`config.mk`:
```
export PLATFORM = sky130hd
export DESIGN_NAME = radix_digit_converter
export DESIGN_NICKNAME = d
export VERILOG_FILES = /design/src/rtl/rdc_pkg.sv /design/src/rtl/rdc_ctrl.sv /design/src/rtl/rdc_datapath.sv /design/src/rtl/radix_digit_converter.sv
export SDC_FILE = /design/constraint.sdc
export NUM_CORES = 1
export LEC_CHECK = 0
export BUFFER_PORTS_ARGS = -buffer_cell sky130_fd_sc_hd__buf_2
export CAP_MARGIN = 10
export CORE_MARGIN = 3
export CORE_UTILIZATION = 45
export DETAILED_ROUTE_END_ITERATION = 8
export PLACE_DENSITY = 0.65
export SYNTH_ARGS = -nofsm -noshare
export SYNTH_HDL_FRONTEND = slang
export SYNTH_SLANG_ARGS = --single-unit
```
`constraint.sdc`:
```
create_clock -name clk -period 12.3 [get_ports clk]
set_input_delay 2.46 -clock clk [delete_from_list [all_inputs] [get_ports clk]]
set_output_delay 2.46 -clock clk [all_outputs]
set_load 0.1 [all_outputs]
```
`src/rtl/rdc_pkg.sv`:
```
package rdc_pkg;

    localparam int NUMBER_W   = 31;
    localparam int DIGIT_W    = 4;
    localparam int RADIX_W    = 4;
    localparam int CHUNK_W    = 8;
    localparam int WORK_W     = 32;
    localparam int CHUNKS     = WORK_W / CHUNK_W;
    localparam int CHUNK_CNT_W = $clog2(CHUNKS);

    localparam logic [RADIX_W-1:0] RADIX_MIN   = 4'd2;
    localparam logic [RADIX_W-1:0] RADIX_MAX   = 4'd9;
    localparam logic [RADIX_W-1:0] RADIX_RESET = 4'd2;

    typedef enum logic [4:0] {
        S_IDLE = 5'b00001,
        S_TEST = 5'b00010,
        S_DIV  = 5'b00100,
        S_READ = 5'b01000,
        S_LOAD = 5'b10000
    } state_t;

    typedef struct packed {
        logic start;
        logic div_step;
        logic push;
        logic pop_rd;
        logic out_load;
        logic cfg_write;
    } cmd_t;

    typedef struct packed {
        logic work_zero;
        logic stack_empty;
        logic rd_last;
        logic out_free;
    } status_t;

    typedef struct packed {
        logic [DIGIT_W-1:0] rem;
        logic [CHUNK_W-1:0] quo;
    } step_t;

    // eight restoring division steps by a small base, msb first
    function automatic step_t div_chunk(input logic [DIGIT_W-1:0] rem_in,
                                        input logic [CHUNK_W-1:0] bits,
                                        input logic [RADIX_W-1:0] base);
        logic [DIGIT_W:0]   r;
        logic [CHUNK_W-1:0] q;
        step_t              res;
        r = {1'b0, rem_in};
        q = '0;
        for (int i = CHUNK_W - 1; i >= 0; i--)
        begin
            r = {r[DIGIT_W-1:0], bits[i]};
            if (r >= {1'b0, base})
            begin
                r    = r - {1'b0, base};
                q[i] = 1'b1;
            end
        end
        res.rem = r[DIGIT_W-1:0];
        res.quo = q;
        return res;
    endfunction

endpackage

```
`src/rtl/rdc_ctrl.sv`:
```
module rdc_ctrl
    import rdc_pkg::*;
(
    input  logic    clk,
    input  logic    rst_n,
    input  logic    in_valid,
    input  logic    cfg_valid,
    input  status_t status,
    output logic    in_stall,
    output logic    cfg_ready,
    output cmd_t    cmd
);

    state_t                 state_reg, state_next;
    logic [CHUNK_CNT_W-1:0] chunk_reg, chunk_next;

    always_ff @(posedge clk or negedge rst_n)
    begin
        if (!rst_n)
        begin
            state_reg <= S_IDLE;
            chunk_reg <= '0;
        end
        else
        begin
            state_reg <= state_next;
            chunk_reg <= chunk_next;
        end
    end

    assign in_stall  = (state_reg != S_IDLE);
    assign cfg_ready = (state_reg == S_IDLE);

    always_comb
    begin
        state_next    = state_reg;
        chunk_next    = chunk_reg;
        cmd           = '0;
        cmd.cfg_write = cfg_valid && (state_reg == S_IDLE);
        case (state_reg)
            S_IDLE:
            begin
                if (in_valid)
                begin
                    cmd.start  = 1'b1;
                    state_next = S_TEST;
                end
            end
            S_TEST:
            begin
                chunk_next = '0;
                if (!status.work_zero)
                    state_next = S_DIV;
                else if (status.stack_empty)
                    state_next = S_IDLE;
                else
                    state_next = S_READ;
            end
            S_DIV:
            begin
                cmd.div_step = 1'b1;
                if (chunk_reg == CHUNK_CNT_W'(CHUNKS - 1))
                begin
                    // remainder of this pass is final, onto the stack
                    cmd.push   = 1'b1;
                    state_next = S_TEST;
                end
                else
                begin
                    chunk_next = chunk_reg + CHUNK_CNT_W'(1);
                end
            end
            S_READ:
            begin
                cmd.pop_rd = 1'b1;
                state_next = S_LOAD;
            end
            S_LOAD:
            begin
                if (status.out_free)
                begin
                    cmd.out_load = 1'b1;
                    state_next   = status.rd_last ? S_IDLE : S_READ;
                end
            end
            default:
            begin
                state_next = S_IDLE;
            end
        endcase
    end

endmodule

```
`src/rtl/rdc_datapath.sv`:
```
module rdc_datapath
    import rdc_pkg::*;
#(
    parameter int STACK_DEPTH = 32
)
(
    input  logic                clk,
    input  logic                rst_n,
    input  cmd_t                cmd,
    input  logic [NUMBER_W-1:0] number,
    input  logic [RADIX_W-1:0]  radix,
    input  logic                out_stall,
    output status_t             status,
    output logic                out_valid,
    output logic [DIGIT_W-1:0]  digit,
    output logic                last_digit
);

    localparam int CNT_W  = $clog2(STACK_DEPTH + 1);
    localparam int ADDR_W = $clog2(STACK_DEPTH);

    logic [DIGIT_W-1:0] stack_mem [STACK_DEPTH];

    logic [WORK_W-1:0]  work_reg, work_next;
    logic [DIGIT_W-1:0] rem_reg, rem_next;
    logic [CNT_W-1:0]   count_reg, count_next;
    logic [RADIX_W-1:0] base_reg, base_next;
    logic               out_valid_reg, out_valid_next;
    logic [DIGIT_W-1:0] digit_reg;
    logic               last_reg;
    logic [DIGIT_W-1:0] rd_data_reg;
    logic               rd_last_reg;

    step_t              step;
    logic               stack_full;
    logic [CNT_W-1:0]   count_m1;

    assign step       = div_chunk(rem_reg, work_reg[WORK_W-1 -: CHUNK_W], base_reg);
    assign stack_full = (count_reg >= CNT_W'(STACK_DEPTH));
    assign count_m1   = count_reg - CNT_W'(1);

    always_comb
    begin
        base_next = base_reg;
        if (cmd.cfg_write)
        begin
            if (radix < RADIX_MIN)
                base_next = RADIX_MIN;
            else if (radix > RADIX_MAX)
                base_next = RADIX_MAX;
            else
                base_next = radix;
        end
    end

    always_comb
    begin
        work_next  = work_reg;
        rem_next   = rem_reg;
        count_next = count_reg;
        if (cmd.start)
        begin
            work_next  = {1'b0, number};
            rem_next   = '0;
            count_next = '0;
        end
        else if (cmd.div_step)
        begin
            work_next = {work_reg[WORK_W-CHUNK_W-1:0], step.quo};
            rem_next  = cmd.push ? '0 : step.rem;
            if (cmd.push && !stack_full)
                count_next = count_reg + CNT_W'(1);
        end
        else if (cmd.pop_rd)
        begin
            count_next = count_m1;
        end
    end

    always_comb
    begin
        if (cmd.out_load)
            out_valid_next = 1'b1;
        else if (!out_stall)
            out_valid_next = 1'b0;
        else
            out_valid_next = out_valid_reg;
    end

    always_ff @(posedge clk or negedge rst_n)
    begin
        if (!rst_n)
        begin
            count_reg     <= '0;
            base_reg      <= RADIX_RESET;
            out_valid_reg <= 1'b0;
        end
        else
        begin
            count_reg     <= count_next;
            base_reg      <= base_next;
            out_valid_reg <= out_valid_next;
        end
    end

    always_ff @(posedge clk)
    begin
        work_reg <= work_next;
        rem_reg  <= rem_next;
        if (cmd.out_load)
        begin
            digit_reg <= rd_data_reg;
            last_reg  <= rd_last_reg;
        end
    end

    // digit stack, one write and one registered read port
    always_ff @(posedge clk)
    begin
        if (cmd.div_step && cmd.push && !stack_full)
            stack_mem[count_reg[ADDR_W-1:0]] <= step.rem;
        if (cmd.pop_rd)
        begin
            rd_data_reg <= stack_mem[count_m1[ADDR_W-1:0]];
            rd_last_reg <= (count_m1 == '0);
        end
    end

    assign status.work_zero   = (work_reg == '0);
    assign status.stack_empty = (count_reg == '0);
    assign status.rd_last     = rd_last_reg;
    assign status.out_free    = !out_valid_reg || !out_stall;

    assign out_valid  = out_valid_reg;
    assign digit      = digit_reg;
    assign last_digit = last_reg;

endmodule

```
`src/rtl/radix_digit_converter.sv`:
```
// radix_digit_converter
// Converts one unsigned 31-bit number per input word into digits of the base
// held in the radix register (2 to 9; lower values act as 2, higher as 9).
// Input channel in_valid/in_stall with number. Output channel
// out_valid/out_stall with digit and last_digit; digits come most significant
// first and last_digit marks the least significant one. A zero number gives
// no output words at all. Config channel cfg_valid/cfg_ready with radix; it
// is ready only while no conversion is running.
// Each division pass steps through the 8-bit chunks of the 32-bit work word
// (8 quotient bits a cycle), then a test state, and yields one digit. The
// digits are then popped from the digit stack one at a time, each by a
// registered memory read and then an output register load, before the next
// pop starts.
// One item is worked on at a time; in_stall stays high until the last digit
// sits in the output register, so the next number is taken while that digit
// still waits. A stalled output holds its word and pauses the stack pops.
// Reset clears the stack count, the output valid and sets the base to 2.
module radix_digit_converter
    import rdc_pkg::*;
#(
    parameter int STACK_DEPTH = 32
)
(
    input  logic                clk,
    input  logic                rst_n,
    input  logic                in_valid,
    output logic                in_stall,
    input  logic [NUMBER_W-1:0] number,
    output logic                out_valid,
    input  logic                out_stall,
    output logic [DIGIT_W-1:0]  digit,
    output logic                last_digit,
    input  logic                cfg_valid,
    output logic                cfg_ready,
    input  logic [RADIX_W-1:0]  radix
);

    cmd_t    cmd;
    status_t status;

    rdc_ctrl u_ctrl (
        .clk       (clk),
        .rst_n     (rst_n),
        .in_valid  (in_valid),
        .cfg_valid (cfg_valid),
        .status    (status),
        .in_stall  (in_stall),
        .cfg_ready (cfg_ready),
        .cmd       (cmd)
    );

    rdc_datapath #(
        .STACK_DEPTH (STACK_DEPTH)
    ) u_datapath (
        .clk        (clk),
        .rst_n      (rst_n),
        .cmd        (cmd),
        .number     (number),
        .radix      (radix),
        .out_stall  (out_stall),
        .status     (status),
        .out_valid  (out_valid),
        .digit      (digit),
        .last_digit (last_digit)
    );

endmodule

```
Yosys cells after proc, flatten, opt, wreduce, memory -nomap -nowiden

Memories as Yosys holds them, arrays and structs flattened. A register that Yosys moved wholly into a read port is not among the register bits.
Cells that the tools add are included.

Output and inout bits: 8
Bits in writable memories: 128
Input port bits: 40
Memories: 1
Word-level logic and storage cells: 109
Bits in registers: 60

Memories:

| name                 | words | width | read ports | clocked after memory_dff | wr ports | line               | source |
|---|---|---|---|---|---|---|---|
| u_datapath.stack_mem | 32    | 4     | 1          | 1                        | 1        | rdc_datapath.sv:22 | `logic [DIGIT_W-1:0] stack_mem [STACK_DEPTH];` |

Reductions and logical operators: 17
$lt $le $gt $ge: 11
Add/sub/neg operators: 11
Equal/unequal tests: 13
Muxes and demuxes: 45

Operator list:

| kind                  | number |
|---|---|
| $mux W31              | 2 |
| $mux W4               | 13 |
| $ge A5 B4 Y1          | 8 |
| $logic_not A32 Y1     | 1 |
| $sub A4 B4 Y4         | 8 |
| $pmux W5 S5           | 1 |
| $mux W6               | 4 |
| $mux W5               | 4 |
| $mux W1               | 18 |
| $logic_not A6 Y1      | 2 |
| $add A6 B1 Y6 const B | 1 |
| $ge A6 B6 Y1 const B  | 1 |
| $ne A2 B2 Y1 const B  | 3 |
| $sub A6 B1 Y6 const B | 1 |
| $eq A5 B1 Y1 const B  | 1 |
| $eq A5 B2 Y1 const B  | 1 |
| $eq A5 B3 Y1 const B  | 1 |
| $eq A5 B4 Y1 const B  | 1 |
| $eq A5 B5 Y1 const B  | 1 |
| $ne A5 B1 Y1 const B  | 1 |
| $gt A4 B4 Y1 const B  | 1 |
| $logic_and A1 B1 Y1   | 4 |
| $lt A4 B2 Y1 const B  | 1 |
| $mux W2               | 2 |
| other kinds (11)      | 16 |

Logic depth before layout (Yosys ltp)

Depth after elaboration: 18
Depth in mapped cells: 64

Modules after synthesis

From an unflattened synthesis, not the netlist that was laid out.

Cell total of the unflattened synthesis: 731
Area, all modules: 10028.4 µm²

By module, submodules not included:

| module       | seq. area each (µm²) | times used | cells an instance | area an instance (µm²) |
|---|---|---|---|---|
| rdc_datapath | 5451.5               | 1          | 686               | 9577.9 |
| rdc_ctrl     | 176.4                | 1          | 45                | 450.4 |

Worst setup path after synthesis

OpenSTA, ideal clock, no wires.

Path kind: reg-to-reg
From: reg u_datapath.base_reg[1]
To: mem u_datapath.stack_mem[0][3] (data pin)
Cell stages (with the launch flop): 63
Period minus slack after synthesis: 13.587 ns
Path slack: -1.287 ns
Arrival time: 13.133 ns
Cells stage by stage: dfstp_2 > inv_1 > ha_1 > inv_1 > o211a_4 > nor2_1 > o21ai_0 > inv_1 > ha_1 > a2111oi_4 > o32a_2 > and3_1 > buf_6 > mux2_2 > inv_1 > ha_1 > a211o_1 > a21oi_1 > (+27 left out) > buf_2 > mux2i_1 > mux2i_1 > ha_1 > a21o_1 > a21o_1 > a21oi_2 > a21oi_2 > a21o_1 > ha_1 > o21ai_0 > nand2b_1 > a21o_1 > a21oi_1 > o31ai_1 > a31o_2 > nor2_1 > o21ai_0

RTL lines:

| item                     | line                | source |
|---|---|---|
| start: declaration       | rdc_datapath.sv:27  | `logic [RADIX_W-1:0] base_reg, base_next;` |
| start signal: assignment | rdc_datapath.sv:101 | `base_reg <= base_next;` |
| end: declaration         | rdc_datapath.sv:22  |  |

Worst setup path after layout

From: reg u_datapath.base_reg[1]
To: mem u_datapath.stack_mem[10][2] (data pin)

Cells in the longest elaborated chain, start to end: 16

Ends and longest elaborated chain:

| item                                                 | line                         | source |
|---|---|---|
| $sub A4 B4 Y4 / $ge A5 B4 Y1 (equally long branches) | rdc_pkg.sv:58, rdc_pkg.sv:56 |  |
| $mux W4                                              | rdc_pkg.sv:56                | `if (r >= {1'b0, base})` |
| $sub A4 B4 Y4 / $ge A5 B4 Y1 (equally long branches) | rdc_pkg.sv:58, rdc_pkg.sv:56 |  |
| $mux W4                                              | rdc_pkg.sv:56                |  |
| $sub A4 B4 Y4 / $ge A5 B4 Y1 (equally long branches) | rdc_pkg.sv:58, rdc_pkg.sv:56 |  |
| $mux W4                                              | rdc_pkg.sv:56                |  |
| $ge A5 B4 Y1 / $sub A4 B4 Y4 (equally long branches) | rdc_pkg.sv:56, rdc_pkg.sv:58 |  |
| $mux W4                                              | rdc_pkg.sv:56                |  |
| $sub A4 B4 Y4 / $ge A5 B4 Y1 (equally long branches) | rdc_pkg.sv:58, rdc_pkg.sv:56 |  |
| $mux W4                                              | rdc_pkg.sv:56                |  |
| $sub A4 B4 Y4 / $ge A5 B4 Y1 (equally long branches) | rdc_pkg.sv:58, rdc_pkg.sv:56 |  |
| $mux W4                                              | rdc_pkg.sv:56                |  |
| $ge A5 B4 Y1 / $sub A4 B4 Y4 (equally long branches) | rdc_pkg.sv:56, rdc_pkg.sv:58 |  |
| $mux W4                                              | rdc_pkg.sv:56                |  |
| $sub A4 B4 Y4 / $ge A5 B4 Y1 (equally long branches) | rdc_pkg.sv:58, rdc_pkg.sv:56 |  |
| $mux W4 (*)                                          | rdc_pkg.sv:56                |  |

Every way passes the cells marked *; elsewhere a longest branch is shown, timed or not.

==> flow_metrics.tcl <==
set metrics [dict create \
    synth_area_mm2 0.01001 \
    violations "max-capacitance violations, max-slew violations" \
    status "finished, violations left" \
    finClkSkew_ns 0.01481 \
    drt-initial-drc-count 692 \
    clk_latency_ns 0.44 \
    grt_overflow 0 \
    fin_area_mm2 0.01232 \
    crit_path_max_fanout 8 \
    rows 53 \
    cts_root_buf "clkbuf_16" \
    largest_register_ffs 128 \
    crit_required_ns 12.58 \
    seq_area_mm2 0.005629 \
    fmax_mhz 81.60 \
    critPathKind "reg -> reg" \
    dpl.hpwl_um 16620 \
    synth_top_flop_cell "edfxtp_1" \
    endpoint_kind "register" \
    start_kind "register" \
    ios 48 \
    synth-edff-count 169 \
    synthArstFlopShare_pct 9.375 \
    ant_nets 0 \
    r2r_slack_ns 0.05 \
    avgViaCountPerCell 6.017 \
    synth_area_leaders "edfxtp_1 51%, mux4_2 8.1%, ha_1 4.8%" \
    yosysWarnings 0 \
    dr.pass1.iters 5 \
    nNetsFinal 948 \
    hold_class "reg -> reg" \
    dpl_worst_slack_ns -0.4525 \
    setup_viol 0 \
    h-tree-depth 4 \
    grt_pass1_vias 6767 \
    ys_types 73 \
    core_mm2 0.02142 \
    avgRoutedWirePerCell_um 22.70 \
    ys_seq_area_share_pct 56.25 \
    syn_avg_cell_area_um2 13.59 \
    fp.dieH_um 155.1 \
    synth_common_cells "169 x edfxtp_1, 71 x nor2_1, 38 x ha_1, 38 x nand2_1, 37 x o21ai_0" \
    syn_inst 736 \
    drc 0 \
    layout_worst_path_cycle_share_pct 99.63 \
    num_vias 6919 \
    postPlaceCellArea_mm2 0.01090 \
    hold_viol 0 \
    synth_most_common_cell "edfxtp_1" \
    clock_sinks 192 \
    rsz0062_at_grt "true" \
    grt_antenna_before_repair 0 \
    cts_tree "done" \
    clockBufferDepth 2 \
    cp_common_cell "ha_4" \
    synth_top_cell_area_share_pct 50.72 \
    slew_violations 10 \
    max_stage_delay_ns 0.55 \
    drv_cap 1 \
    die_x_um 155.1 \
    cts_buffers 17 \
    grt_max_degree 39 \
    drt_wl_total_um 26110 \
    area_delta_synth_final_pct 23.17 \
    slew_headroom_pct -4.838 \
    multi_input_area_mm2 0.004757 \
    numPortBuffers 47 \
    fin_ws_ns 0.04534 \
    initial_core_util_pct 46.71 \
    dieArea_mm2 0.02406 \
    fillers 1664 \
    diodes 0 \
    drive_above_1_share_pct 36.57 \
    grt_pass1_wl_um 37350 \
    syn_nets 822 \
    grtUsageTotal_pct 20.22 \
    yosysTopAreaCell "edfxtp_1" \
    place_congestion 0.9682 \
    arrival_ns 12.54 \
    fin_crit_ns 12.25 \
    hold_slack_ns 0.4233 \
    slowest_stage "dfstp_2" \
    clkTransAtPathRegs_ns 0.07 \
    tightest_slew_ns 1.573 \
    ys_seq_elements 192 \
]
repair_timing:
item,4_1_cts,5_1_grt
gates cloned,2,9
resized for setup,8,60
hold buffers,0,0
endpoints found under the hold margin,0,0
setup buffers,7,37
pin swaps,11,43
endpoints found under the setup margin,132,133
routing by layer:
layer  global-route usage, %  vias up  part of all wire, %
met5                       0        -                    0
met4                   6.518        0                  3.1
met3                   5.174       63                  7.5
met2                   32.78      270                   48
met1                   26.87     3480                   41
li1                        -     3106                    -
cell usage in the layout (no fill, tap or decap), types with 5 or more instances in the layout:
master,synthesis,layout
dfrtp_1,16,15
o21ai_4,1,7
buf_6,1,8
nor2_4,0,6
o22a_1,5,5
a21o_1,12,12
mux4_2,36,36
nand3b_1,5,5
xnor2_1,8,8
nand2_1,38,35
a21oi_2,2,5
buf_4,0,61
o21ai_0,37,28
ha_1,38,29
clkbuf_16,0,17
mux2i_1,15,10
ha_4,0,9
inv_1,32,25
nor3_1,10,7
buf_2,1,47
nand2b_1,12,12
and2_4,1,5
dfxtp_1,5,5
edfxtp_1,169,169
nand3_1,9,8
fa_1,8,8
nor2b_1,10,9
nor2_1,71,67
nor4_1,10,10
o211ai_1,5,5
mux2_2,31,29
o21ai_2,0,6
a21oi_1,33,28
xor2_1,10,9
final timing paths:
kind	startpoint	endpoint	cells after the start
max in group asynchronous	rst_n	u_ctrl.state_reg[0]$_DFFE_PN1P_	1
min in group asynchronous	rst_n	u_datapath.base_reg[0]$_DFFE_PN0P_	1
worst min register to register	u_datapath.rd_data_reg[3]$_DFFE_PP_	u_datapath.digit[3]$_DFFE_PP_	0
worst min-delay path	u_datapath.rd_data_reg[3]$_DFFE_PP_	u_datapath.digit[3]$_DFFE_PP_	0
worst max-delay path	u_datapath.base_reg[1]$_DFFE_PN1P_	u_datapath.stack_mem[10][2]$_DFFE_PP_	60
worst max register to register	u_datapath.base_reg[1]$_DFFE_PN1P_	u_datapath.stack_mem[10][2]$_DFFE_PP_	60
kinds of logic (layout without fill, tap and decap cells):
kind of cell	count (synthesis)	in the layout	share of synthesized area [%]
compound gates	145	151	10.25
xor+xnor	18	18	1.576
fa+ha+maj	46	46	6.352
buf+inv	55	183	2.163
flops	192	192	56.25
mux	85	85	13.62
simple gates	195	200	9.791
metrics by stage:
step	setup TNS, ns	utilization [%]	instances
3_3_place_gp	-5.064	50.89	1064
3_5_place_dp	-40.83	50.89	1064
5_1_grt	-43.01	57.54	1150
2_1_floorplan	-0.6727	-	736
6_report	0	57.54	1150
4_1_cts	0	54.40	1105
final cells by class:
| class | instances | share of cell area (%) |
|---|---|---|
| Clock buffer | 17 | 3.452 |
| Clock inverter | 15 | 1.716 |
| Inverter | 33 | 1.086 |
| Multi-Input combinational cell | 500 | 38.60 |
| Sequential cell | 192 | 45.68 |
| Tap cell | 275 | 2.792 |
| Timing Repair Buffer | 118 | 6.680 |
critical path, delay by kind of cell (launching register included):
family | cells | cell delay, ns
flops | 1 | 0.55
compound gates | 30 | 5.80
fa+ha+maj | 8 | 1.80
buf+inv | 9 | 0.91
simple gates | 7 | 1.36
mux | 6 | 1.63
Power is left out: the tool's default activity adds up to more than one toggle a clock period on the data nets, which glitch-free logic cannot reach.
